`src/sv/rte_pkg.sv`:
```
// Package for the IPv4 route table engine: operation codes, queue entry type,
// back-end state enum and fixed field widths. No dependencies.
`timescale 1ns / 1ps
package rte_pkg;

  localparam int unsigned AddrW  = 32;
  localparam int unsigned FlagW  = 8;
  localparam int unsigned SlotW  = 3;
  localparam int unsigned CountW = 4;
  localparam logic [AddrW-1:0] HostMask = 32'hffffffff;
  localparam logic [FlagW-1:0] FlagDefined = 8'h01;

  typedef enum logic [1:0] {
    OP_LOOKUP = 2'd0,
    OP_INSERT = 2'd1,
    OP_TICK   = 2'd2,
    OP_STATIC = 2'd3
  } op_e;

  typedef enum logic [2:0] {
    ST_IDLE,
    ST_DIV,
    ST_SCAN_STATIC,
    ST_SCAN_REDIR,
    ST_PICK,
    ST_DONE
  } state_e;

  typedef struct packed {
    op_e              op;
    logic [AddrW-1:0] address;
    logic [AddrW-1:0] gateway;
    logic [AddrW-1:0] mask;
    logic [FlagW-1:0] route_flags;
    logic [AddrW-1:0] timeout_ticks;
    logic [AddrW-1:0] now_ticks;
    logic [1:0]       entry_index;
    logic             bypass;
  } cmd_t;

endpackage

```
`src/sv/rte_front.sv`:
```
// Front end: accepts transactions, each with the sampled bypass bit, and holds a
// two-entry command queue for the back end. Depends on rte_pkg.
`timescale 1ns / 1ps
module rte_front (
  input  logic          clk_i,
  input  logic          rst_ni,
  input  logic          in_valid_i,
  output logic          in_ready_o,
  input  rte_pkg::cmd_t in_cmd_i,
  output logic          cmd_valid_o,
  input  logic          cmd_ready_i,
  output rte_pkg::cmd_t cmd_o
);

  rte_pkg::cmd_t mem_q [2];
  logic          wr_q, rd_q;
  logic [1:0]    cnt_q;
  logic          push, pop;

  assign in_ready_o  = (cnt_q != 2'd2);
  assign cmd_valid_o = (cnt_q != 2'd0);
  assign cmd_o       = mem_q[rd_q];
  assign push        = in_valid_i && in_ready_o;
  assign pop         = cmd_valid_o && cmd_ready_i;

  always_ff @(posedge clk_i) begin
    if (push) begin
      mem_q[wr_q] <= in_cmd_i;
    end
  end

  always_ff @(posedge clk_i or negedge rst_ni) begin
    if (!rst_ni) begin
      wr_q  <= 1'b0;
      rd_q  <= 1'b0;
      cnt_q <= 2'd0;
    end else begin
      if (push) wr_q <= ~wr_q;
      if (pop) rd_q <= ~rd_q;
      cnt_q <= cnt_q + {1'b0, push} - {1'b0, pop};
    end
  end

endmodule

```
`src/sv/rte_back.sv`:
```
// Back end: divides time to seconds, scans the route tables one entry per
// cycle and drives a registered result. Depends on rte_pkg.
`timescale 1ns / 1ps
module rte_back #(
  parameter int unsigned StaticEntries   = 4,
  parameter int unsigned RedirectEntries = 8,
  parameter int unsigned TicksPerSecond  = 1000
) (
  input  logic                          clk_i,
  input  logic                          rst_ni,
  input  logic                          cmd_valid_i,
  output logic                          cmd_ready_o,
  input  rte_pkg::cmd_t                 cmd_i,
  output logic                          out_valid_o,
  input  logic                          out_ready_i,
  output logic [rte_pkg::AddrW-1:0]     next_hop_o,
  output logic                          matched_o,
  output logic [rte_pkg::SlotW-1:0]     slot_o,
  output logic                          evicted_o,
  output logic [rte_pkg::CountW-1:0]    expired_count_o
);

  localparam int unsigned SiW = (StaticEntries > 1) ? $clog2(StaticEntries) : 1;
  localparam int unsigned RiW = (RedirectEntries > 1) ? $clog2(RedirectEntries) : 1;
  localparam int unsigned AW  = rte_pkg::AddrW;
  localparam logic [AW-1:0] Tps = AW'(TicksPerSecond);
  localparam logic [AW:0] Recip = 33'((64'd1 << 32) / 64'(TicksPerSecond));

  logic [AW-1:0] st_tgt_q [StaticEntries];
  logic [AW-1:0] st_msk_q [StaticEntries];
  logic [AW-1:0] st_gw_q  [StaticEntries];
  logic [StaticEntries-1:0] st_vld_q;
  logic [AW-1:0] rd_tgt_q [RedirectEntries];
  logic [AW-1:0] rd_gw_q  [RedirectEntries];
  logic [rte_pkg::FlagW-1:0] rd_flg_q [RedirectEntries];
  logic [AW-1:0] rd_exp_q [RedirectEntries];

  rte_pkg::state_e state_q, state_d;
  rte_pkg::cmd_t   cmd_q;
  logic [AW-1:0]   rem_q, rem_d, quo_q, quo_d, tq_q, tq_d;
  logic [AW-1:0]   trem_q, trem_d;
  logic [1:0]      bit_q, bit_d;
  logic [SiW-1:0]  si_q, si_d;
  logic [RiW-1:0]  ri_q, ri_d;
  logic            fnd_free_q, fnd_free_d, fnd_exp_q, fnd_exp_d;
  logic [RiW-1:0]  free_q, free_d, expi_q, expi_d, best_i_q, best_i_d;
  logic [AW-1:0]   best_q, best_d;
  logic [rte_pkg::CountW-1:0] cnt_q, cnt_d;
  logic            out_vld_q;
  logic [AW-1:0]   hop_q, hop_d;
  logic            mat_q, mat_d, ev_q, ev_d;
  logic [rte_pkg::SlotW-1:0] slot_q, slot_d;
  logic [AW-1:0]   out_hop_q;
  logic            out_mat_q, out_ev_q;
  logic [rte_pkg::SlotW-1:0]  out_slot_q;
  logic [rte_pkg::CountW-1:0] out_cnt_q;

  logic [2*AW-1:0] nprod, tprod;
  logic [AW-1:0]   nback, tback;
  logic [AW-1:0] diff;
  logic          expd, defd, sdone, rdone;
  logic          ld_cmd, wr_st, wr_rd, clr_rd;
  logic [RiW-1:0] pick;

  assign nprod = {32'd0, cmd_q.now_ticks} * {31'd0, Recip};
  assign tprod = {32'd0, cmd_q.timeout_ticks} * {31'd0, Recip};
  assign nback = quo_q * Tps;
  assign tback = tq_q * Tps;
  assign diff = rd_exp_q[ri_q] - quo_q;
  assign expd = (diff == '0) || diff[AW-1];
  assign defd = rd_flg_q[ri_q][0];
  assign sdone = (si_q == '0);
  assign rdone = (ri_q == RiW'(RedirectEntries - 1));
  assign pick  = fnd_free_q ? free_q : (fnd_exp_q ? expi_q : best_i_q);

  assign cmd_ready_o     = (state_q == rte_pkg::ST_IDLE);
  assign out_valid_o     = out_vld_q;
  assign next_hop_o      = out_hop_q;
  assign matched_o       = out_mat_q;
  assign slot_o          = out_slot_q;
  assign evicted_o       = out_ev_q;
  assign expired_count_o = out_cnt_q;

  always_comb begin
    state_d = state_q;
    rem_d = rem_q; quo_d = quo_q; trem_d = trem_q; tq_d = tq_q; bit_d = bit_q;
    si_d = si_q; ri_d = ri_q;
    fnd_free_d = fnd_free_q; fnd_exp_d = fnd_exp_q;
    free_d = free_q; expi_d = expi_q; best_i_d = best_i_q; best_d = best_q;
    cnt_d = cnt_q; hop_d = hop_q; mat_d = mat_q; ev_d = ev_q; slot_d = slot_q;
    ld_cmd = 1'b0; wr_st = 1'b0; wr_rd = 1'b0; clr_rd = 1'b0;
    case (state_q)
      rte_pkg::ST_IDLE: begin
        if (cmd_valid_i) begin
          ld_cmd = 1'b1;
          hop_d = '0; mat_d = 1'b0; ev_d = 1'b0; slot_d = '0; cnt_d = '0;
          rem_d = '0; quo_d = '0; trem_d = '0; tq_d = '0; bit_d = 2'd0;
          si_d = SiW'(StaticEntries - 1); ri_d = '0;
          fnd_free_d = 1'b0; fnd_exp_d = 1'b0; best_d = 32'h80000000;
          best_i_d = '0;
          case (cmd_i.op)
            rte_pkg::OP_LOOKUP: begin
              hop_d = cmd_i.address;
              if (cmd_i.bypass && cmd_i.address[31:28] == 4'he) state_d = rte_pkg::ST_DONE;
              else state_d = rte_pkg::ST_SCAN_STATIC;
            end
            rte_pkg::OP_STATIC: state_d = rte_pkg::ST_DONE;
            default: state_d = rte_pkg::ST_DIV;
          endcase
        end
      end
      rte_pkg::ST_DIV: begin
        bit_d = bit_q + 2'd1;
        case (bit_q)
          2'd0: begin
            quo_d = nprod[2*AW-1:AW];
            tq_d  = tprod[2*AW-1:AW];
          end
          2'd1: begin
            rem_d  = nback;
            trem_d = tback;
          end
          2'd2: begin
            rem_d  = cmd_q.now_ticks - rem_q;
            trem_d = cmd_q.timeout_ticks - trem_q;
          end
          default: begin
            if (rem_q >= Tps) quo_d = quo_q + 32'd1;
            if (trem_q >= Tps) tq_d = tq_q + 32'd1;
            state_d = rte_pkg::ST_SCAN_REDIR;
          end
        endcase
      end
      rte_pkg::ST_SCAN_STATIC: begin
        if (st_vld_q[si_q] && (cmd_q.address & st_msk_q[si_q]) == st_tgt_q[si_q]) begin
          mat_d = 1'b1;
          if (st_gw_q[si_q] != '0) hop_d = st_gw_q[si_q];
          state_d = rte_pkg::ST_DONE;
        end else if (sdone) begin
          ri_d = RiW'(RedirectEntries - 1);
          state_d = rte_pkg::ST_SCAN_REDIR;
        end else begin
          si_d = si_q - SiW'(1);
        end
      end
      rte_pkg::ST_SCAN_REDIR: begin
        case (cmd_q.op)
          rte_pkg::OP_LOOKUP: begin
            if (defd && cmd_q.address == rd_tgt_q[ri_q]) begin
              mat_d = 1'b1;
              if (rd_gw_q[ri_q] != '0) hop_d = rd_gw_q[ri_q];
              state_d = rte_pkg::ST_DONE;
            end else if (ri_q == '0) state_d = rte_pkg::ST_DONE;
            else ri_d = ri_q - RiW'(1);
          end
          rte_pkg::OP_TICK: begin
            if (defd && expd) begin
              clr_rd = 1'b1;
              if (cnt_q != 4'd15) cnt_d = cnt_q + 4'd1;
            end
            if (rdone) state_d = rte_pkg::ST_DONE;
            else ri_d = ri_q + RiW'(1);
          end
          default: begin
            if (!defd && !fnd_free_q) begin fnd_free_d = 1'b1; free_d = ri_q; end
            if (expd && !fnd_exp_q) begin fnd_exp_d = 1'b1; expi_d = ri_q; end
            if (diff < best_q) begin best_d = diff; best_i_d = ri_q; end
            if (rdone) state_d = rte_pkg::ST_PICK;
            else ri_d = ri_q + RiW'(1);
          end
        endcase
      end
      rte_pkg::ST_PICK: begin
        wr_rd = 1'b1;
        slot_d = rte_pkg::SlotW'(pick);
        ev_d = !fnd_free_q && !fnd_exp_q;
        state_d = rte_pkg::ST_DONE;
      end
      rte_pkg::ST_DONE: begin
        if (cmd_q.op == rte_pkg::OP_STATIC) wr_st = 1'b1;
        if (!out_vld_q || out_ready_i) state_d = rte_pkg::ST_IDLE;
      end
      default: state_d = rte_pkg::ST_IDLE;
    endcase
  end

  always_ff @(posedge clk_i or negedge rst_ni) begin
    if (!rst_ni) begin
      state_q   <= rte_pkg::ST_IDLE;
      out_vld_q <= 1'b0;
      st_vld_q  <= '0;
      for (int i = 0; i < RedirectEntries; i++) rd_flg_q[i] <= '0;
    end else begin
      state_q <= state_d;
      if (state_q == rte_pkg::ST_DONE && (!out_vld_q || out_ready_i)) out_vld_q <= 1'b1;
      else if (out_ready_i) out_vld_q <= 1'b0;
      if (wr_st && state_d == rte_pkg::ST_IDLE &&
          {30'd0, cmd_q.entry_index} < 32'(StaticEntries))
        st_vld_q[SiW'(cmd_q.entry_index)] <= 1'b1;
      if (clr_rd) rd_flg_q[ri_q] <= '0;
      if (wr_rd) rd_flg_q[pick] <= cmd_q.route_flags | rte_pkg::FlagDefined;
    end
  end

  always_ff @(posedge clk_i) begin
    if (ld_cmd) cmd_q <= cmd_i;
    rem_q <= rem_d; quo_q <= quo_d; trem_q <= trem_d; tq_q <= tq_d; bit_q <= bit_d;
    si_q <= si_d; ri_q <= ri_d;
    fnd_free_q <= fnd_free_d; fnd_exp_q <= fnd_exp_d;
    free_q <= free_d; expi_q <= expi_d; best_i_q <= best_i_d; best_q <= best_d;
    cnt_q <= cnt_d;
    if (state_q != rte_pkg::ST_DONE) begin
      hop_q <= hop_d; mat_q <= mat_d; ev_q <= ev_d; slot_q <= slot_d;
    end
    if (state_q == rte_pkg::ST_DONE && (!out_vld_q || out_ready_i)) begin
      out_hop_q  <= hop_q;
      out_mat_q  <= mat_q;
      out_ev_q   <= ev_q;
      out_slot_q <= slot_q;
      out_cnt_q  <= cnt_q;
    end
    if (wr_st && state_d == rte_pkg::ST_IDLE &&
        {30'd0, cmd_q.entry_index} < 32'(StaticEntries)) begin
      st_tgt_q[SiW'(cmd_q.entry_index)] <= cmd_q.address;
      st_msk_q[SiW'(cmd_q.entry_index)] <= cmd_q.mask;
      st_gw_q[SiW'(cmd_q.entry_index)]  <= cmd_q.gateway;
    end
    if (wr_rd) begin
      rd_tgt_q[pick] <= cmd_q.address;
      rd_gw_q[pick]  <= cmd_q.gateway;
      rd_exp_q[pick] <= quo_q + tq_q;
    end
  end

endmodule

```
`src/sv/ipv4_route_table_engine_unit.sv`:
```
// IPv4 route table engine top level: bypass register, front-end command queue
// and back-end table engine. Depends on rte_pkg, rte_front and rte_back.
//
// Usage: in_valid_i/in_ready_o carry one transaction of op, address, gateway,
// mask, route_flags, timeout_ticks, now_ticks and entry_index. Each accepted
// transaction yields exactly one result on out_valid_o/out_ready_i: next_hop,
// matched, slot, evicted and expired_count (fields unused by an op are zero).
// cfg_we_i writes multicast_bypass from cfg_data_i; write only while idle.
// From input accept to result valid: a static load or a multicast bypass goes
// straight to the result; a lookup scans static then redirect entries, one entry
// compared per cycle, until a match; insert and tick first run the reciprocal
// time division, then scan every redirect entry, and insert then picks a slot.
// The single back-end scan loop takes a new transaction only once it is idle.
// A two-deep queue in front lets new transactions enter while the back end
// works or its result is stalled.
// Reset clears all valid bits and redirect flags and sets bypass to 1.
// A stalled receiver holds the result register and then the back end.
`timescale 1ns / 1ps
module ipv4_route_table_engine_unit #(
  parameter int unsigned StaticEntries   = 4,
  parameter int unsigned RedirectEntries = 8,
  parameter int unsigned TicksPerSecond  = 1000
) (
  input  logic        clk_i,
  input  logic        rst_ni,
  input  logic        cfg_we_i,
  input  logic        cfg_data_i,
  input  logic        in_valid_i,
  output logic        in_ready_o,
  input  logic [1:0]  op_i,
  input  logic [31:0] address_i,
  input  logic [31:0] gateway_i,
  input  logic [31:0] mask_i,
  input  logic [7:0]  route_flags_i,
  input  logic [31:0] timeout_ticks_i,
  input  logic [31:0] now_ticks_i,
  input  logic [1:0]  entry_index_i,
  output logic        out_valid_o,
  input  logic        out_ready_i,
  output logic [31:0] next_hop_o,
  output logic        matched_o,
  output logic [2:0]  slot_o,
  output logic        evicted_o,
  output logic [3:0]  expired_count_o
);

  logic          bypass_q;
  rte_pkg::cmd_t in_cmd, cmd;
  logic          cmd_valid, cmd_ready;

  always_ff @(posedge clk_i or negedge rst_ni) begin
    if (!rst_ni) bypass_q <= 1'b1;
    else if (cfg_we_i) bypass_q <= cfg_data_i;
  end

  always_comb begin
    in_cmd.op            = rte_pkg::op_e'(op_i);
    in_cmd.address       = address_i;
    in_cmd.gateway       = gateway_i;
    in_cmd.mask          = mask_i;
    in_cmd.route_flags   = route_flags_i;
    in_cmd.timeout_ticks = timeout_ticks_i;
    in_cmd.now_ticks     = now_ticks_i;
    in_cmd.entry_index   = entry_index_i;
    in_cmd.bypass        = bypass_q;
  end

  rte_front u_front (
    .clk_i, .rst_ni, .in_valid_i, .in_ready_o,
    .in_cmd_i(in_cmd), .cmd_valid_o(cmd_valid), .cmd_ready_i(cmd_ready), .cmd_o(cmd)
  );

  rte_back #(
    .StaticEntries(StaticEntries), .RedirectEntries(RedirectEntries),
    .TicksPerSecond(TicksPerSecond)
  ) u_back (
    .clk_i, .rst_ni, .cmd_valid_i(cmd_valid), .cmd_ready_o(cmd_ready), .cmd_i(cmd),
    .out_valid_o, .out_ready_i, .next_hop_o, .matched_o, .slot_o, .evicted_o,
    .expired_count_o
  );

endmodule
```
`config.mk`:
```
export PLATFORM = sky130hd
export DESIGN_NAME = ipv4_route_table_engine_unit
export DESIGN_NICKNAME = d
export VERILOG_FILES = /design/src/sv/rte_pkg.sv /design/src/sv/rte_front.sv /design/src/sv/rte_back.sv /design/src/sv/ipv4_route_table_engine_unit.sv
export SDC_FILE = /design/constraint.sdc
export NUM_CORES = 2
export LEC_CHECK = 0
export ABC_AREA = 1
export ABC_CLOCK_PERIOD_IN_PS = 15900
export BUFFER_PORTS_ARGS = -buffer_cell sky130_fd_sc_hd__buf_2
export CORE_ASPECT_RATIO = 1.1
export CORE_MARGIN = 2
export CORE_UTILIZATION = 51
export CTS_BUF_LIST = sky130_fd_sc_hd__clkbuf_4 sky130_fd_sc_hd__clkbuf_8
export DETAILED_ROUTE_END_ITERATION = 8
export HOLD_SLACK_MARGIN = 0.12
export PLACE_DENSITY_LB_ADDON = 0.12
export SLEW_MARGIN = 40
export SYNTH_ARGS = -nofsm -noshare
export SYNTH_HDL_FRONTEND = slang
export SYNTH_SLANG_ARGS = --single-unit
```
`constraint.sdc`:
```
create_clock -name clk_i -period 15.9 [get_ports clk_i]
set_clock_uncertainty 0.1 [all_clocks]
set_input_delay 1.59 -clock clk_i [delete_from_list [all_inputs] [get_ports clk_i]]
set_output_delay 1.59 -clock clk_i [all_outputs]
set_load 0.02 [all_outputs]
```
Word level (Yosys, flattened, before mapping)
Memories as Yosys holds them, arrays and structs flattened. A register that Yosys moved wholly into a read port is not among the register bits.
Cells that the tools add are included.
{"block": "totals", "ff_bits": 509, "latchBits": 0, "ram_bits": 1498, "romBits": 0, "inputBits": 178, "out_inout_bits": 43, "elab_cells": 293, "mem_count": 7}
{"block": "op_classes", "n_addsub": 13, "n_mul": 4, "div_mod_pow": 0, "magnitude_cmp": 10, "n_eq_ne": 40, "n_shift": 0, "n_mux": 109, "bitwise_logic": 9, "reduce_logical": 55}
{"memory": "u_front.mem_q", "depth": 2, "width": 173, "read_ports": 1, "rd_clocked_by_memory_dff": 0, "write_ports": 1, "line_no": "rte_front.sv:15", "rtl": "rte_pkg::cmd_t mem_q [2];"}
{"memory": "u_back.rd_exp_q", "depth": 8, "width": 32, "read_ports": 1, "rd_clocked_by_memory_dff": 1, "write_ports": 1, "line_no": "rte_back.sv:36", "rtl": "logic [AW-1:0] rd_exp_q [RedirectEntries];"}
{"memory": "u_back.rd_gw_q", "depth": 8, "width": 32, "read_ports": 1, "rd_clocked_by_memory_dff": 1, "write_ports": 1, "line_no": "rte_back.sv:34", "rtl": "logic [AW-1:0] rd_gw_q [RedirectEntries];"}
{"memory": "u_back.rd_tgt_q", "depth": 8, "width": 32, "read_ports": 1, "rd_clocked_by_memory_dff": 1, "write_ports": 1, "line_no": "rte_back.sv:33", "rtl": "logic [AW-1:0] rd_tgt_q [RedirectEntries];"}
{"memory": "u_back.st_gw_q", "depth": 4, "width": 32, "read_ports": 1, "rd_clocked_by_memory_dff": 1, "write_ports": 1, "line_no": "rte_back.sv:31", "rtl": "logic [AW-1:0] st_gw_q [StaticEntries];"}
{"memory": "u_back.st_msk_q", "depth": 4, "width": 32, "read_ports": 1, "rd_clocked_by_memory_dff": 1, "write_ports": 1, "line_no": "rte_back.sv:30", "rtl": "logic [AW-1:0] st_msk_q [StaticEntries];"}
{"memory": "1 more memories"}
{"cell": "32-bit one-hot mux with 2 select lines", "n": 9}
{"cell": "32-bit 2-to-1 mux", "n": 13}
{"cell": "64-bit 2-to-1 mux", "n": 2}
{"cell": "32-bit by 23-bit multiplier with 55-bit output (second input constant)", "n": 2}
{"cell": "32-bit one-hot mux with 3 select lines", "n": 1}
{"cell": "32-bit subtractor", "n": 3}
{"cell": "3-bit 2-to-1 mux", "n": 24}
{"cell": "32-bit by 1-bit adder with 32-bit output (second input constant)", "n": 2}
{"cell": "64-bit bitwise AND", "n": 1}
{"cell": "64-bit bitwise mux", "n": 1}
{"cell": "32-bit == test", "n": 2}
{"cell": "32-bit by 10-bit >= comparator with 1-bit output (second input constant)", "n": 2}
{"cell": "32-bit by 7-bit multiplier with 29-bit output (second input constant)", "n": 2}
{"cell": "64-bit inverter", "n": 1}
{"cell": "32-bit nonzero test", "n": 2}
{"cell": "8-bit demux with 3-bit select", "n": 2}
{"cell": "32-bit adder", "n": 1}
{"cell": "32-bit bitwise AND", "n": 1}
{"cell": "32-bit logical NOT", "n": 1}
{"cell": "32-bit < comparator", "n": 1}
{"cell": "1-bit 2-to-1 mux", "n": 28}
{"cell": "2-bit by 1-bit != test with 1-bit output (second input constant)", "n": 13}
{"cell": "8-bit binary-select mux with 3-bit select", "n": 1}
{"cell": "3-bit one-hot mux with 2 select lines", "n": 4}
{"cell": "51 further kinds", "n": 121}

Depth between registers and ports, before layout
{"block": "logic_depth", "ltp_word": 12, "ltp_mapped": 33, "ltp_nobuf": 28}

Hierarchy
Synthesis repeated with hierarchy kept, for this count alone.
{"block": "hier_totals", "cells_unflattened": 11633, "hier_area_um2": 117909.3}
{"module": "rte_back", "n_inst": 1, "cells_each": 10693, "area_each_um2": 105114.6, "seq_area_each_um2": 47825.9}
{"module": "rte_front", "n_inst": 1, "cells_each": 935, "area_each_um2": 12753.5, "seq_area_each_um2": 10490.1}
{"module": "ipv4_route_table_engine_unit", "n_inst": 1, "cells_each": 5, "area_each_um2": 41.3, "seq_area_each_um2": 26.3}

Least setup slack after synthesis
OpenSTA, ideal clock, no wires.
{"block": "synth_path", "kind": "flip-flop to flip-flop", "from": "reg u_back.state_q[0]", "to": "reg u_back.quo_q[0], enable pin", "setup_time_ns": 0.441, "arrival_time_ns": 10.947, "required_time_ns": 15.359, "setup_slack_ns": 4.413, "path_stages_with_launch": 10, "n_path_buf": 0, "synth_period_minus_slack_ns": 11.487, "cell_sequence": "dfrtp_1 > nor2_1 > inv_1 > nor2_1 > inv_1 > nor2_1 > inv_1 > nand2_1 > o21ai_0 > a31oi_1"}
{"block": "synth_via", "elab_chain_len": 3, "word_cells_on_any_way": 7, "cone_classes": "eq/ne (4); reduce/logical (3)"}
{"item": "start: declaration", "line_no": "rte_back.sv:38", "rtl": "rte_pkg::state_e state_q, state_d;"}
{"item": "start signal: assignment", "line_no": "rte_back.sv:189", "rtl": "state_q <= rte_pkg::ST_IDLE;"}
{"item": "start signal: assignment", "line_no": "rte_back.sv:194", "rtl": "state_q <= state_d;"}
{"item": "3-bit by 1-bit == test with 1-bit output or 3-bit logical NOT (tied branches)", "line_no": "rte_back.sv:92", "rtl": "case (state_q)"}
{"item": "3-bit by 1-bit != test with 1-bit output (no source line) (tied with other cells)"}
{"item": "4-bit AND reduction (no source line) (*)"}
{"item": "end signal: assignment", "line_no": "rte_back.sv:207", "rtl": "rem_q <= rem_d; quo_q <= quo_d; trem_q <= trem_d; tq_q <= tq_d; bit_q <= bit_d;"}
{"item": "end: declaration", "line_no": "rte_back.sv:40", "rtl": "logic [AW-1:0] rem_q, rem_d, quo_q, quo_d, tq_q, tq_d;"}
Mark *: on every way between the ends. The rest lies on a longest branch, timed or not.
A chain may end at the register's enable or synchronous reset.

Worst setup path after layout
{"block": "layout_path", "from": "reg u_back.cmd_q[30] in the netlist's numbering", "to": "reg u_back.quo_q[21], data pin"}
{"block": "layout_via", "elab_chain_len": 3}
{"item": "start: declaration", "line_no": "rte_back.sv:39", "rtl": "rte_pkg::cmd_t cmd_q;"}
{"item": "start signal: assignment", "line_no": "rte_back.sv:206", "rtl": "if (ld_cmd) cmd_q <= cmd_i;"}
{"item": "32-bit by 23-bit multiplier with 55-bit output", "line_no": "rte_back.sv:65", "rtl": "assign nprod = {32'd0, cmd_q.now_ticks} * {31'd0, Recip};"}
{"item": "32-bit one-hot mux with 2 select lines", "line_no": "rte_back.sv:114", "rtl": "case (bit_q)"}
{"item": "32-bit one-hot mux with 2 select lines", "line_no": "rte_back.sv:92"}
No other way between the ends.

==> metrics <==
status=finished, final reports clean; FP Rows=184; RR Startpoint=u_back.cmd_q[30]$_DFFE_PP_; # setup viols final=0; DP Wirelength=~220000 µm; initial antenna violation count=12; Worst-path clk slew=0.06 ns; initial core utilization=51.2%; post-place setup slack=9.03 ns; Post-synth EDFFs=between 1500 and 2000; H-tree levels=5; RSZ-0062 raised after global routing=false; largest net degree at the start of global routing=190; CTS resizes=0; crit path to=u_back.quo_q[21]$_SDFFCE_PN0P_; post-synthesis cell area=117000 µm²; Ports=221; area post-placement=122000 µm²; Slew headroom=between 30% and 40%; Final Instance Area=128000 µm²; share of layout cells above drive strength 1=7.64%; Synth warnings=0; WS Path Type=reg -> reg; MaxCap Viol Count=0; CP Max Fanout=10; CTS buffer count=339; Mapped Cells=11492; TritonRoute pass-1 iters=6; RR Endpoint=u_back.quo_q[21]$_SDFFCE_PN0P_; max frequency=roughly 0.14 GHz; Setup Fix Bufs, Post-CTS=0; fin crit share=44.1%; drt total wl=319000 µm; internal reg-to-reg setup slack=8.89 ns; first-pass GRT wire length=488000 µm; drt initial violations=6180; clock sinks=1932; Die Ht=506 µm; # DRC=0; final worst slack=8.89 ns; Total GRT Usage=a little over a quarter; Fin Setup TNS=0 ns; Final min period=7.01 ns; Hold Violations, Final=0; Post-CTS Hold Buffers=0; via/cell ratio=around 5.4; Data arrival, critical path=7.60 ns; Seq cells post-synth=1932; clk_lat worst skew=1.05 ns; CP endpoint kind=flip-flop; CTS root buf=clkbuf_8; sequential-to-total area share from yosys stat=49.5%; Least-Margin Pin Slew=0.940 ns; WP data required=16.50 ns; P&R area growth vs syn=9.85%; CTS Buffer Depth=4; hold crit path type=reg -> reg; CP Launch Type=flip-flop; Port Buffers=212; Max Slew Vio Count=0; grt total ovfl=0; Main synth FF type=edfxtp_1; routability cong.=0.928; synthesized area per cell=10.2 µm²; worst reg-to-reg path cell count=25; Routed WL per cell=21.0 µm; CTS tree=yes; Critical Path Source=u_back.cmd_q[30]$_DFFE_PP_; total core area=228000 µm²; Netlist cell types=62; die width=460 µm; vias in the first global route=83035; via count=82221; syn_nets=13188; Post-synth ARST share=under 10%; die area=233000 µm²; number of nets in the layout=about 14000; DRT antenna net count=0
[worst min path at each step]
stage,start,to,slack (ns),cells after the start
floorplan,u_back.ev_q$_SDFFCE_PN0P_,u_back.evicted_o$_DFFE_PP_,0.30,0
global placement,u_back.hop_q[4]$_DFFE_PP_,u_back.next_hop_o[4]$_DFFE_PP_,0.31,0
detailed placement,u_back.hop_q[10]$_DFFE_PP_,u_back.next_hop_o[10]$_DFFE_PP_,0.31,0
CTS,u_back.hop_q[7]$_DFFE_PP_,u_back.next_hop_o[7]$_DFFE_PP_,0.32,0
global route,u_back.hop_q[27]$_DFFE_PP_,u_back.next_hop_o[27]$_DFFE_PP_,0.32,0
finish,u_back.hop_q[7]$_DFFE_PP_,u_back.next_hop_o[7]$_DFFE_PP_,0.31,0
[through the flow]
stage	hold WS (ns)	instances	utilization, %
CTS	0.317	15172	56.2
floorplan	0.300	11492	-
finish	0.314	15180	56.2
global route	0.322	15177	56.2
global placement	0.306	14584	53.2
detailed placement	0.308	14599	53.4
[cell type report]
cell class                      count  area (µm²)
Inverter                         1888        7120
Multi-Input combinational cell   7374       50800
Timing Repair Buffer              339        2270
Clock inverter                    132         906
Tap cell                         3069        3840
Fill cell                       19818       99800
Antenna cell                        5        12.5
Sequential cell                  1932       57900
Clock buffer                      441        5510
[cells in the mapped netlist, types with 3 or more instances]
| master | n | area share, % |
|---|---|---|
| or2_2 | 25 | 0.13 |
| nor2_1 | 1263 | 4.1 |
| a21oi_1 | 529 | 2.3 |
| clkbuf_1 | 174 | 0.56 |
| inv_2 | 6 | 0.019 |
| dfrtp_1 | 20 | 0.43 |
| a21o_1 | 42 | 0.27 |
| o21ai_0 | 751 | 3.2 |
| a31oi_1 | 87 | 0.47 |
| nand3b_1 | 31 | 0.20 |
| o21bai_1 | 41 | 0.26 |
| and3_1 | 3 | 0.016 |
| buf_1 | 25 | 0.080 |
| mux2i_1 | 3 | 0.026 |
| dfxtp_1 | 5 | 0.086 |
| and2_1 | 6 | 0.032 |
| a221oi_1 | 5 | 0.037 |
| nand2_1 | 2139 | 6.9 |
| inv_1 | 1878 | 6.0 |
| ha_1 | 899 | 9.6 |
| a21boi_0 | 14 | 0.090 |
| o211ai_1 | 48 | 0.31 |
| o31ai_1 | 7 | 0.045 |
| xnor2_1 | 60 | 0.45 |
| a31o_2 | 3 | 0.023 |
| o22ai_1 | 102 | 0.55 |
| a211oi_1 | 9 | 0.058 |
| o311ai_0 | 4 | 0.030 |
| buf_2 | 86 | 0.37 |
| a32o_1 | 31 | 0.27 |
| nand3_1 | 328 | 1.4 |
| edfxtp_1 | 1906 | 49 |
| o221ai_1 | 16 | 0.12 |
| nand4_1 | 74 | 0.40 |
| buf_4 | 7 | 0.045 |
| buf_6 | 6 | 0.058 |
| o21ai_1 | 15 | 0.064 |
| clkinv_1 | 4 | 0.013 |
| o21a_1 | 17 | 0.11 |
| fa_1 | 619 | 11 |
| nor3_1 | 66 | 0.28 |
| nor4_1 | 30 | 0.16 |
| xor2_1 | 82 | 0.61 |
[layout by cell type, fill, tap and decap left out, types with 74 or more instances in the layout]
| master | n |
|---|---|
| buf_4 | 77 |
| nand3_1 | 328 |
| clkbuf_4 | 90 |
| nand2_1 | 2139 |
| clkinv_1 | 78 |
| ha_1 | 897 |
| o21ai_0 | 749 |
| a21oi_1 | 528 |
| fa_1 | 619 |
| xor2_1 | 80 |
| buf_2 | 212 |
| edfxtp_1 | 1906 |
| a31oi_1 | 85 |
| o22ai_1 | 102 |
| nor2_1 | 1246 |
| clkbuf_8 | 351 |
| inv_1 | 1873 |
| nand4_1 | 74 |
[state kept, by name, indices dropped and copies added (netlist names), 128 cells and up, named ones only]
register         cells
u_back.st_tgt_q    128
u_back.rd_exp_q    256
u_back.rd_gw_q     256
u_back.cmd_q       164
u_front.mem_q      330
u_back.st_gw_q     128
u_back.rd_tgt_q    256
u_back.st_msk_q    128
[logic make-up (layout without fill, tap and decap cells)]
family | Yosys count | after routing | share of synthesized area (%)
buffers and inverters | 2186 | 2800 | 7.18
multiplexers | 4 | 4 | 0.0354
AND/OR/NAND/NOR | 3978 | 3978 | 13.7
adder cells (fa/ha/maj) | 1518 | 1518 | 20.2
other | 0 | 5 | 0
flip-flops | 1932 | 1932 | 49.5
XOR/XNOR | 142 | 142 | 1.06
AO/OA/AOI/OAI | 1732 | 1732 | 8.27
[worst max-delay path: stages (launching register included)]
cell      delay, ns
edfxtp_1       0.84
ha_1           0.27
inv_1          0.06
fa_1           0.49
inv_1          0.05
ha_1           0.26
inv_1          0.05
fa_1           0.50
inv_1          0.06
fa_1           0.44
fa_1           0.52
inv_1          0.05
fa_1           0.48
inv_1          0.05
ha_1           0.43
nand2_1        0.13
nor2_1         0.12
inv_1          0.08
nor4_1         0.41
nand4_1        0.15
nand3_1        0.17
nand2_1        0.10
o21ai_0        0.63
nor2_1         0.08
nand2_1        0.08
a21oi_1        0.06
[layer usage]
layer  track usage [%]  vias to the layer above  routed length, µm
li1                  -                    39082                  -
met1              36.1                    40231             135000
met2              46.9                     2417             155000
met3              3.97                      491              18200
met4              8.97                        0              10500
met5                 0                        -                  0
Power is not shown: default switching activity piles up to over one toggle a cycle in this logic, so the estimate is an artifact.
